$ cat src/rtl/core/psenc_pkg.sv
// ----------------------------------------------------------------------------
// psenc_pkg
// Types and constants shared by the pixel row span encoder.
// ----------------------------------------------------------------------------
package psenc_pkg;

	localparam int COL_W      = 10;
	localparam int ROW_W      = 10;
	localparam int SPAN_Y_W   = 11;
	localparam int COLOR_W    = 3;
	localparam int REPEAT_W   = 4;
	localparam int CFG_IDX_W  = 3;
	localparam int CFG_DATA_W = 10;

	// Largest horizontal widening, and largest number of row copies per span
	localparam int MAX_REPEAT = 8;
	localparam int COPY_LIMIT = 8;
	localparam int COPY_CAP   = (MAX_REPEAT < COPY_LIMIT) ? MAX_REPEAT : COPY_LIMIT;
	localparam int COPY_W     = (COPY_CAP > 1) ? $clog2(COPY_CAP) : 1;
	localparam int XR_W       = $clog2(MAX_REPEAT + 1);

	localparam int QUEUE_DEPTH = 4;
	localparam int QPTR_W      = $clog2(QUEUE_DEPTH);
	localparam int QCNT_W      = $clog2(QUEUE_DEPTH + 1);

	typedef enum logic [CFG_IDX_W-1:0] {
		REG_FIRST_X          = 3'd0,
		REG_LAST_X           = 3'd1,
		REG_X_REPEAT         = 3'd2,
		REG_Y_REPEAT         = 3'd3,
		REG_BACKGROUND_COLOR = 3'd4
	} reg_idx_t;

	typedef struct packed {
		logic [COL_W-1:0]    first_x;
		logic [COL_W-1:0]    last_x;
		logic [REPEAT_W-1:0] x_repeat;
		logic [REPEAT_W-1:0] y_repeat;
		logic [COLOR_W-1:0]  background_color;
	} cfg_t;

	// One pixel's work for the back end: a run closed by a colour change
	// and a run closed by the end of the row, each optional.
	typedef struct packed {
		logic               has_a;
		logic [COL_W-1:0]   a_xs;
		logic [COL_W-1:0]   a_xe;
		logic [COLOR_W-1:0] a_color;
		logic               has_b;
		logic [COL_W-1:0]   b_xs;
		logic [COL_W-1:0]   b_xe;
		logic [COLOR_W-1:0] b_color;
		logic [ROW_W-1:0]   row_y;
		logic [COPY_W-1:0]  copy_last;
	} span_cmd_t;

	typedef struct packed {
		logic full;
		logic head_valid;
	} queue_stat_t;

endpackage

$ cat src/rtl/core/psenc_pixel_if.sv
// ----------------------------------------------------------------------------
// psenc_pixel_if
// Input channel: one source pixel per transfer.
// ----------------------------------------------------------------------------
interface psenc_pixel_if
	import psenc_pkg::*;
();
	logic               valid;
	logic               ready;
	logic [COLOR_W-1:0] pixel_color;
	logic [ROW_W-1:0]   row_y;

	modport source (output valid, output pixel_color, output row_y, input ready);
	modport sink   (input valid, input pixel_color, input row_y, output ready);
endinterface

$ cat src/rtl/core/psenc_span_if.sv
// ----------------------------------------------------------------------------
// psenc_span_if
// Output channel: one horizontal span copy per transfer.
// ----------------------------------------------------------------------------
interface psenc_span_if
	import psenc_pkg::*;
();
	logic                valid;
	logic                ready;
	logic [COL_W-1:0]    span_x_start;
	logic [COL_W-1:0]    span_x_end;
	logic [SPAN_Y_W-1:0] span_y;
	logic [COLOR_W-1:0]  span_color;
	logic                row_done;
	logic                last_of_run;

	modport source (output valid, output span_x_start, output span_x_end, output span_y,
		output span_color, output row_done, output last_of_run, input ready);
	modport sink   (input valid, input span_x_start, input span_x_end, input span_y,
		input span_color, input row_done, input last_of_run, output ready);
endinterface

$ cat src/rtl/core/psenc_front.sv
// ----------------------------------------------------------------------------
// psenc_front
// Tracks the open run and column position; turns each pixel into a command
// holding the runs it closes.
// ----------------------------------------------------------------------------
module psenc_front
	import psenc_pkg::*;
(
	input  logic                clk,
	input  logic                arst_n,
	input  cfg_t                cfg,
	psenc_pixel_if.sink         pixel,
	input  queue_stat_t         q_stat,
	output logic                push,
	output span_cmd_t           cmd
);

	logic [COL_W-1:0]   next_col_q;
	logic [COL_W-1:0]   run_start_q;
	logic [COLOR_W-1:0] run_color_q;
	logic               run_open_q;

	logic               accept;
	logic               color_change;
	logic [COL_W-1:0]   col_now;
	logic [COL_W-1:0]   start_new;
	logic [XR_W-1:0]    xr;
	logic [COPY_W:0]    yr;
	logic [COL_W:0]     end_col;
	logic               row_end;

	assign pixel.ready = !q_stat.full;
	assign accept      = pixel.valid && pixel.ready;

	// Clamp repeats to their legal ranges
	always_comb begin
		if (cfg.x_repeat == '0) begin
			xr = XR_W'(1);
		end else if (int'(cfg.x_repeat) > MAX_REPEAT) begin
			xr = XR_W'(MAX_REPEAT);
		end else begin
			xr = XR_W'(cfg.x_repeat);
		end
		if (cfg.y_repeat == '0) begin
			yr = (COPY_W+1)'(1);
		end else if (int'(cfg.y_repeat) > COPY_CAP) begin
			yr = (COPY_W+1)'(COPY_CAP);
		end else begin
			yr = (COPY_W+1)'(cfg.y_repeat);
		end
	end

	always_comb begin
		color_change = run_open_q && (pixel.pixel_color != run_color_q);
		col_now      = run_open_q ? next_col_q : cfg.first_x;
		if (!run_open_q) begin
			start_new = cfg.first_x;
		end else if (color_change) begin
			start_new = next_col_q;
		end else begin
			start_new = run_start_q;
		end
		end_col = {1'b0, col_now} + (COL_W+1)'(xr) - (COL_W+1)'(1);
		row_end = end_col >= {1'b0, cfg.last_x};

		cmd.has_a     = color_change && (run_color_q != cfg.background_color);
		cmd.a_xs      = run_start_q;
		cmd.a_xe      = next_col_q - COL_W'(1);
		cmd.a_color   = run_color_q;
		cmd.has_b     = row_end && (pixel.pixel_color != cfg.background_color);
		cmd.b_xs      = start_new;
		// A run that starts past the last column closes as one column
		cmd.b_xe      = (cfg.last_x < start_new) ? start_new : cfg.last_x;
		cmd.b_color   = pixel.pixel_color;
		cmd.row_y     = pixel.row_y;
		cmd.copy_last = COPY_W'(yr - (COPY_W+1)'(1));
	end

	assign push = accept && (cmd.has_a || cmd.has_b);

	always_ff @(posedge clk or negedge arst_n) begin
		if (!arst_n) begin
			next_col_q  <= '0;
			run_start_q <= '0;
			run_color_q <= '0;
			run_open_q  <= 1'b0;
		end else if (accept) begin
			run_start_q <= start_new;
			run_color_q <= pixel.pixel_color;
			if (row_end) begin
				next_col_q <= cfg.first_x;
				run_open_q <= 1'b0;
			end else begin
				next_col_q <= end_col[COL_W-1:0] + COL_W'(1);
				run_open_q <= 1'b1;
			end
		end
	end

endmodule

$ cat src/rtl/core/psenc_queue.sv
// ----------------------------------------------------------------------------
// psenc_queue
// Short FIFO of span commands between the front and the back end.
// ----------------------------------------------------------------------------
module psenc_queue
	import psenc_pkg::*;
(
	input  logic        clk,
	input  logic        arst_n,
	input  logic        push,
	input  span_cmd_t   push_cmd,
	input  logic        pop,
	output span_cmd_t   head_cmd,
	output queue_stat_t stat
);

	span_cmd_t          entry_q [QUEUE_DEPTH];
	logic [QPTR_W-1:0]  wr_ptr_q;
	logic [QPTR_W-1:0]  rd_ptr_q;
	logic [QCNT_W-1:0]  count_q;

	assign stat.full       = count_q == QCNT_W'(QUEUE_DEPTH);
	assign stat.head_valid = count_q != '0;
	assign head_cmd        = entry_q[rd_ptr_q];

	always_ff @(posedge clk) begin
		if (push) begin
			entry_q[wr_ptr_q] <= push_cmd;
		end
	end

	always_ff @(posedge clk or negedge arst_n) begin
		if (!arst_n) begin
			wr_ptr_q <= '0;
			rd_ptr_q <= '0;
			count_q  <= '0;
		end else begin
			if (push) begin
				wr_ptr_q <= wr_ptr_q + QPTR_W'(1);
			end
			if (pop) begin
				rd_ptr_q <= rd_ptr_q + QPTR_W'(1);
			end
			if (push && !pop) begin
				count_q <= count_q + QCNT_W'(1);
			end else if (pop && !push) begin
				count_q <= count_q - QCNT_W'(1);
			end
		end
	end

endmodule

$ cat src/rtl/core/psenc_back.sv
// ----------------------------------------------------------------------------
// psenc_back
// Expands each queued command into its row copies, one per cycle while the
// output is not stalled, through an output register.
// ----------------------------------------------------------------------------
module psenc_back
	import psenc_pkg::*;
(
	input  logic        clk,
	input  logic        arst_n,
	input  span_cmd_t   head_cmd,
	input  queue_stat_t q_stat,
	output logic        pop,
	psenc_span_if.source span
);

	logic                out_valid_q;
	logic                phase_b_q;
	logic [COPY_W-1:0]   copy_q;
	logic [COL_W-1:0]    xs_q;
	logic [COL_W-1:0]    xe_q;
	logic [SPAN_Y_W-1:0] y_q;
	logic [COLOR_W-1:0]  color_q;
	logic                row_done_q;
	logic                last_q;

	logic                load;
	logic                use_b;
	logic                last_copy;
	logic                final_copy;

	assign use_b      = phase_b_q || !head_cmd.has_a;
	assign last_copy  = copy_q == head_cmd.copy_last;
	assign final_copy = last_copy && (use_b || !head_cmd.has_b);
	assign load       = q_stat.head_valid && (!out_valid_q || span.ready);
	assign pop        = load && final_copy;

	always_ff @(posedge clk or negedge arst_n) begin
		if (!arst_n) begin
			out_valid_q <= 1'b0;
			phase_b_q   <= 1'b0;
			copy_q      <= '0;
		end else begin
			if (load) begin
				out_valid_q <= 1'b1;
			end else if (span.ready) begin
				out_valid_q <= 1'b0;
			end
			if (load) begin
				if (last_copy) begin
					copy_q    <= '0;
					// move on to the row-end run, or drop back for the next command
					phase_b_q <= !final_copy;
				end else begin
					copy_q <= copy_q + COPY_W'(1);
				end
			end
		end
	end

	always_ff @(posedge clk) begin
		if (load) begin
			xs_q       <= use_b ? head_cmd.b_xs : head_cmd.a_xs;
			xe_q       <= use_b ? head_cmd.b_xe : head_cmd.a_xe;
			color_q    <= use_b ? head_cmd.b_color : head_cmd.a_color;
			y_q        <= SPAN_Y_W'(head_cmd.row_y) + SPAN_Y_W'(copy_q);
			row_done_q <= use_b;
			last_q     <= final_copy;
		end
	end

	assign span.valid        = out_valid_q;
	assign span.span_x_start = xs_q;
	assign span.span_x_end   = xe_q;
	assign span.span_y       = y_q;
	assign span.span_color   = color_q;
	assign span.row_done     = row_done_q;
	assign span.last_of_run  = last_q;

endmodule

$ cat src/rtl/core/pixel_row_span_encoder_top.sv
// ----------------------------------------------------------------------------
// pixel_row_span_encoder_top
// Run-length span encoder for a widened pixel row stream.
// ----------------------------------------------------------------------------
// A pixel is taken every cycle while the four-entry command queue has room;
// a pixel that closes no drawn run leaves nothing queued. A pixel that closes
// a drawn run produces y_repeat span copies (clamped to 1..8), and one that
// closes two drawn runs (colour change and row end together) produces twice
// that; the expansion stage sends one copy per cycle while the span output is
// ready, and that copy loop bounds the sustained pixel rate. A pixel's first
// span passes through the command queue and then the output register. Writes
// to indexes 5 to 7 are ignored. The user must write configuration registers
// through cfg_we/cfg_index/cfg_wdata only while idle; this is not enforced.
module pixel_row_span_encoder_top
	import psenc_pkg::*;
(
	input  logic                  clk,
	input  logic                  arst_n,
	input  logic                  cfg_we,
	input  logic [CFG_IDX_W-1:0]  cfg_index,
	input  logic [CFG_DATA_W-1:0] cfg_wdata,
	psenc_pixel_if.sink           pixel,
	psenc_span_if.source          span
);

	cfg_t        cfg_q;
	logic        push;
	logic        pop;
	span_cmd_t   push_cmd;
	span_cmd_t   head_cmd;
	queue_stat_t q_stat;

	always_ff @(posedge clk or negedge arst_n) begin
		if (!arst_n) begin
			cfg_q.first_x          <= '0;
			cfg_q.last_x           <= COL_W'(1023);
			cfg_q.x_repeat         <= REPEAT_W'(1);
			cfg_q.y_repeat         <= REPEAT_W'(1);
			cfg_q.background_color <= '0;
		end else if (cfg_we) begin
			case (reg_idx_t'(cfg_index))
				REG_FIRST_X:          cfg_q.first_x          <= cfg_wdata[COL_W-1:0];
				REG_LAST_X:           cfg_q.last_x           <= cfg_wdata[COL_W-1:0];
				REG_X_REPEAT:         cfg_q.x_repeat         <= cfg_wdata[REPEAT_W-1:0];
				REG_Y_REPEAT:         cfg_q.y_repeat         <= cfg_wdata[REPEAT_W-1:0];
				REG_BACKGROUND_COLOR: cfg_q.background_color <= cfg_wdata[COLOR_W-1:0];
				default: begin
				end
			endcase
		end
	end

	psenc_front u_front (
		.clk    (clk),
		.arst_n (arst_n),
		.cfg    (cfg_q),
		.pixel  (pixel),
		.q_stat (q_stat),
		.push   (push),
		.cmd    (push_cmd)
	);

	psenc_queue u_queue (
		.clk      (clk),
		.arst_n   (arst_n),
		.push     (push),
		.push_cmd (push_cmd),
		.pop      (pop),
		.head_cmd (head_cmd),
		.stat     (q_stat)
	);

	psenc_back u_back (
		.clk      (clk),
		.arst_n   (arst_n),
		.head_cmd (head_cmd),
		.q_stat   (q_stat),
		.pop      (pop),
		.span     (span)
	);

endmodule

$ cat src/flat_wrapper.sv
// flat-port wrapper written by rule: the top's interface ports become plain ports
module pixel_row_span_encoder_top_flat import psenc_pkg::*;
  (clk, arst_n, cfg_we, cfg_index, cfg_wdata, pixel_valid, pixel_pixel_color, pixel_row_y, pixel_ready, span_valid, span_span_x_start, span_span_x_end, span_span_y, span_span_color, span_row_done, span_last_of_run, span_ready);
  psenc_pixel_if pixel_i ();
  psenc_span_if span_i ();
  input  logic clk;
  input  logic arst_n;
  input  logic cfg_we;
  input  logic [CFG_IDX_W-1:0] cfg_index;
  input  logic [CFG_DATA_W-1:0] cfg_wdata;
  input wire logic [$bits(pixel_i.valid)-1:0] pixel_valid;
  input wire logic [$bits(pixel_i.pixel_color)-1:0] pixel_pixel_color;
  input wire logic [$bits(pixel_i.row_y)-1:0] pixel_row_y;
  output wire logic [$bits(pixel_i.ready)-1:0] pixel_ready;
  output wire logic [$bits(span_i.valid)-1:0] span_valid;
  output wire logic [$bits(span_i.span_x_start)-1:0] span_span_x_start;
  output wire logic [$bits(span_i.span_x_end)-1:0] span_span_x_end;
  output wire logic [$bits(span_i.span_y)-1:0] span_span_y;
  output wire logic [$bits(span_i.span_color)-1:0] span_span_color;
  output wire logic [$bits(span_i.row_done)-1:0] span_row_done;
  output wire logic [$bits(span_i.last_of_run)-1:0] span_last_of_run;
  input wire logic [$bits(span_i.ready)-1:0] span_ready;
  assign pixel_i.valid = pixel_valid;
  assign pixel_i.pixel_color = pixel_pixel_color;
  assign pixel_i.row_y = pixel_row_y;
  assign pixel_ready = pixel_i.ready;
  assign span_valid = span_i.valid;
  assign span_span_x_start = span_i.span_x_start;
  assign span_span_x_end = span_i.span_x_end;
  assign span_span_y = span_i.span_y;
  assign span_span_color = span_i.span_color;
  assign span_row_done = span_i.row_done;
  assign span_last_of_run = span_i.last_of_run;
  assign span_i.ready = span_ready;
  pixel_row_span_encoder_top u_core (.clk(clk), .arst_n(arst_n), .cfg_we(cfg_we), .cfg_index(cfg_index), .cfg_wdata(cfg_wdata), .pixel(pixel_i), .span(span_i));
endmodule
$ cat config.mk
export PLATFORM = sky130hd
export DESIGN_NAME = pixel_row_span_encoder_top_flat
export DESIGN_NICKNAME = d
export VERILOG_FILES = /design/src/rtl/core/psenc_pkg.sv /design/src/rtl/core/psenc_pixel_if.sv /design/src/rtl/core/psenc_span_if.sv /design/src/rtl/core/psenc_front.sv /design/src/rtl/core/psenc_queue.sv /design/src/rtl/core/psenc_back.sv /design/src/rtl/core/pixel_row_span_encoder_top.sv /design/src/flat_wrapper.sv
export SDC_FILE = /design/constraint.sdc
export NUM_CORES = 1
export LEC_CHECK = 0
export ABC_AREA = 1
export BUFFER_PORTS_ARGS = -buffer_cell sky130_fd_sc_hd__buf_4
export CORE_MARGIN = 3
export CORE_UTILIZATION = 40
export CTS_BUF_LIST = sky130_fd_sc_hd__clkbuf_8 sky130_fd_sc_hd__clkbuf_16
export DETAILED_ROUTE_END_ITERATION = 10
export GPL_TIMING_DRIVEN = 0
export PLACE_DENSITY_LB_ADDON = 0.3
export SYNTH_ARGS = -nofsm -noshare
export SYNTH_HDL_FRONTEND = slang
export SYNTH_SLANG_ARGS = --single-unit
$ cat constraint.sdc
create_clock -name clk -period 14.3 [get_ports clk]
set_clock_uncertainty 0.2 [all_clocks]
set_input_delay 2.86 -clock clk [delete_from_list [all_inputs] [get_ports clk]]
set_output_delay 2.86 -clock clk [all_outputs]
set_load 0.01 [all_outputs]
==> impl_results.md <==
- Cell with the biggest individual delay on the critical path: sky130_fd_sc_hd__o21ai_0
- R2r setup slk: 8.54 ns
- Ys async rst share: 19.3%
- Leak: 0.00730 uW
- CP Launch Type: input port
- Cells after synthesis: 1444
- Max IR drop VDD: 0.000155 V
- Register area share after synthesis: 64.2%
- Residual DRC count: 0
- Total clock buffers created by CTS: 37
- Cell type group with the largest total delay on the critical path: buffers and inverters
- Number of port buffers: 68
- Total nets after synthesis: 1522
- Clock slew seen by the registers of the worst setup and hold paths: 0.06 ns
- Maximum number of pins on one net before global-route repair: 68
- Detailed-placement wirelength estimate: 27800 um
- Worst Path Arrival: 5.99 ns
- Number of register bits inferred by synthesis: 347
- Total negative slack: 0 ns
- Final hold vios: 0
- Via-per-instance ratio: 5.21
- Die Ht: 204 um
- Synth-to-layout area growth: 16.5%
- Die Footprint: 0.0417 mm2
- Drt total wl: 39000 um
- All-layer global routing usage: 18.8%
- Critical Path Sink Type: flop
- Max-Slew Margin vs Limit: 24.6%
- Min cycle time layout: 5.87 ns
- Layout fillers: 3439
- Netlist area before placement: 0.0157 mm2
- Number of cells in the finished layout apart from fillers: 2098
- Total number of nets in the final design: 1638
- Delay of the slowest cell on the worst path: 0.44 ns
- Warning count from the yosys run: 0
- Dominant synthesized flop cell: sky130_fd_sc_hd__edfxtp_1
- Drt pass-1 iters: 5
- Portion of the clock cycle consumed by the worst path in the final layout: 41.1%
- Detailed Route Iter0 Violations: 865
- TritonCTS clock tree: yes
- Tightest Hold Check Type: reg -> reg
- Maximum fanout encountered on the critical timing path: 10
- CP Class: in -> reg
- Final-report max-slew violation count: 0
- Number of antenna violations at the first check in global routing: 0
- Total power per unit cell area: 265 mW/mm2
- Cell total after placement: 2032
- Count of cell types in the netlist: 55
- Root buffer selected by CTS: sky130_fd_sc_hd__clkbuf_16
- Total overflow reported by the global router: 0
- Post-CTS setup repair buffer count: 0
- Outcome: finished, final reports clean
- Final setup viols: 0
- Core region area: 0.0382 mm2
- Detailed-route via count: 10935
- Number of H-tree levels: 2
- Reg2Reg Capture Point: u_core.u_queue.entry_q[0][34]$_DFFE_PP_
- Wire length of the first global-routing pass: 60700 um
- Final RePlAce weighted congestion: 0.872
- Number of top-level design ports: 69
- End point of the worst hold path: u_core.cfg_q[29]$_DFFE_PN0P_
- Width of the die: 204 um
- Count of hold-fix buffers inserted at cts: 0
- Total number of placement rows: 71
- Number of max-capacitance violations reported: 0
- Critical path buffer and inverter count: 6
- Per-instance average area after synthesis: 10.9 um2
- Post-cts sizing count: 0
- Critical R2R Launch: u_core.u_front.run_open_q$_DFFE_PN0P_
- Maximum achievable frequency: 170 MHz
- Starting density of the core: 41.2%
- Critical path data required time: 14.42 ns
- DR WL/cell: 18.6 um
- Worst Hold Depth: 2
- Worst-skew pair later-pin latency: 0.53 ns
- Fraction of final layout cells sized beyond drive strength 1: 14.1%
- Worst path most repeated cell: sky130_fd_sc_hd__nand2_1
- Startpoint of the lowest-slack hold path: u_core.cfg_q[29]$_DFFE_PN0P_
- Count of cells along the worst register-to-register path: 25
- Number of antenna-violating nets in the routed design: 0
- Slew of the pin with the lowest slew margin: 1.12 ns
- Clock tree sinks: 347
- Crit path cell chain: buf_4 -> inv_1 -> nand2_1 -> nand2_1 -> nand3_4 -> buf_2 -> o21ai_0 -> o21ai_0 -> inv_1 -> ha_1 -> nand2_1 -> inv_1 -> o21ai_0 -> nand2_1 -> nor2_1 -> clkbuf_1 -> nand3_1 -> nand2_1
- Number of enable-type register cells in the synthesized netlist: 280
- Number of diodes: 0
- Setup repair after global routing missed its margin: false
- Via count of the first global-routing pass: 10467
- Clock Tree Buf Depth: 3
## per-layer routing
| layer | vias to the layer above | global-route usage [%] | part of all wire [%] |
|---|---|---|---|
| met5 | - | 0 | 0 |
| met4 | 0 | 4.94 | 2.0 |
| met3 | 59 | 2.76 | 6.8 |
| met2 | 377 | 30.3 | 46 |
| li1 | 5208 | - | - |
| met1 | 5291 | 26.8 | 45 |
## logic make-up after synthesis
| family | synth area share, % |
|---|---|
| buffers and inverters | 5.69 |
| AOI/OAI and AO/OA | 10.1 |
| xor gates and xnor gates | 1.77 |
| and+or+nand+nor | 14.3 |
| DFF | 64.2 |
| adders and majority gates | 3.88 |
## per-stage QoR
step	total power (uW)	hold slack [ns]	setup WS [ns]	utilization [%]	instance area, um2
2_1_floorplan	3160	0.249	7.44	-	15700
3_3_place_gp	3850	0.264	4.83	44.2	16900
3_5_place_dp	3920	0.274	8.01	44.8	17100
4_1_cts	4880	0.292	8.47	48.0	18300
5_1_grt	5200	0.318	8.08	48.0	18300
6_report	4860	0.287	8.43	48.0	18300
## worst max-delay path by stage
| stage | endpoint | cells after the start | startpoint |
|---|---|---|---|
| after floorplan | u_core.u_queue.entry_q[0][0]$_DFFE_PP_ | 9 | pixel_pixel_color[0] |
| after global placement | u_core.u_queue.entry_q[0][17]$_DFFE_PP_ | 10 | pixel_pixel_color[0] |
| after detailed placement | u_core.u_queue.entry_q[3][17]$_DFFE_PP_ | 18 | pixel_pixel_color[1] |
| after CTS | u_core.u_queue.entry_q[0][55]$_DFFE_PP_ | 25 | u_core.u_front.run_open_q$_DFFE_PN0P_ |
| after global routing | u_core.u_queue.entry_q[0][43]$_DFFE_PP_ | 25 | u_core.u_front.run_open_q$_DFFE_PN0P_ |
| final | u_core.u_queue.entry_q[1][17]$_DFFE_PP_ | 18 | pixel_pixel_color[1] |
## cell usage after synthesis, types with 10 or more instances
master,instances,area [um2]
sky130_fd_sc_hd__a21oi_1,37,185
sky130_fd_sc_hd__a31oi_1,23,144
sky130_fd_sc_hd__buf_2,17,85.1
sky130_fd_sc_hd__clkbuf_1,24,90.1
sky130_fd_sc_hd__dfrtp_1,55,1380
sky130_fd_sc_hd__dfstp_2,12,315
sky130_fd_sc_hd__edfxtp_1,280,8410
sky130_fd_sc_hd__ha_1,44,551
sky130_fd_sc_hd__inv_1,132,495
sky130_fd_sc_hd__nand2_1,223,837
sky130_fd_sc_hd__nand2_2,10,62.6
sky130_fd_sc_hd__nand3_1,53,265
sky130_fd_sc_hd__nor2_1,213,800
sky130_fd_sc_hd__o21ai_0,175,876
sky130_fd_sc_hd__o22ai_1,32,200
sky130_fd_sc_hd__xnor2_1,11,96.3
sky130_fd_sc_hd__xor2_1,19,166
## flip-flops by register name (all words and copies together), names as in the netlist
register,cells
u_core.u_back.span.valid,1
u_core.u_queue.rd_ptr_q,2
u_core.u_queue.entry_q,244
u_core.u_back.span.row_done,1
u_core.u_back.span.last_of_run,1
u_core.u_back.phase_b_q,1
u_core.u_back.copy_q,3
u_core.u_front.run_open_q,1
u_core.u_back.span.span_y,11
u_core.u_back.span.span_x_start,10
u_core.u_front.run_start_q,10
u_core.u_back.span.span_x_end,10
u_core.u_queue.count_q,3
u_core.u_front.next_col_q,10
u_core.u_queue.wr_ptr_q,2
u_core.cfg_q,31
u_core.u_back.span.span_color,3
u_core.u_front.run_color_q,3
## final cells by class
cell class                 instances  area (um2)  area share, %
buffer                            61         368           2.01
clock buffer                      43        1030           5.63
clock inverter                    23         184           1.00
inverter                         138         527           2.87
multi-input combinational        898        4770           26.0
sequential                       347       10100           55.1
tap                              511         639           3.49
timing repair buffer              77         706           3.85
## placed cells by master (no fill, tap or decap), drive strengths merged, types with 7 or more instances in the layout
cell type  Yosys  final
buf           37    114
dfstp         12     12
nand3         62     62
xor2          20     20
ha            44     44
xnor2         11     11
nand2        234    234
a21oi         38     38
clkbuf        24     67
edfxtp       280    280
o22ai         33     33
dfrtp         55     55
o21ai        180    180
nand4         10     10
a31oi         24     24
inv          136    150
nor2         217    217
clkinv         2      7
## worst register-to-register path: stages (launching register included)
cell and delay (ns):
sky130_fd_sc_hd__dfrtp_1 0.45, sky130_fd_sc_hd__clkbuf_1 0.39, sky130_fd_sc_hd__buf_2 0.30, sky130_fd_sc_hd__nor2_1 0.07, sky130_fd_sc_hd__a21oi_1 0.18, sky130_fd_sc_hd__ha_1 0.17, sky130_fd_sc_hd__inv_1 0.04, sky130_fd_sc_hd__ha_1 0.25
sky130_fd_sc_hd__fa_1 0.45, sky130_fd_sc_hd__nand4_1 0.15, sky130_fd_sc_hd__nand4_1 0.09, sky130_fd_sc_hd__nand2_1 0.16, sky130_fd_sc_hd__inv_1 0.10, sky130_fd_sc_hd__ha_1 0.32, sky130_fd_sc_hd__nand2_1 0.07, sky130_fd_sc_hd__nor2_1 0.09
sky130_fd_sc_hd__nand4_1 0.09, sky130_fd_sc_hd__nand2_1 0.08, sky130_fd_sc_hd__nand2_1 0.08, sky130_fd_sc_hd__nand3_2 0.14, sky130_fd_sc_hd__nand2_1 0.16, sky130_fd_sc_hd__nand2_2 0.12, sky130_fd_sc_hd__nand2_2 0.17, sky130_fd_sc_hd__nor2_4 0.64
sky130_fd_sc_hd__buf_12 0.27, sky130_fd_sc_hd__buf_12 0.21
## power breakdown
part	leakage, uW	total [uW]	internal, uW	switching [uW]
sequential	0.00341	1730	1600	134
clock	0.000642	949	568	381
combinational	0.00324	2180	721	1460
(Power assumes the default switching activity.)
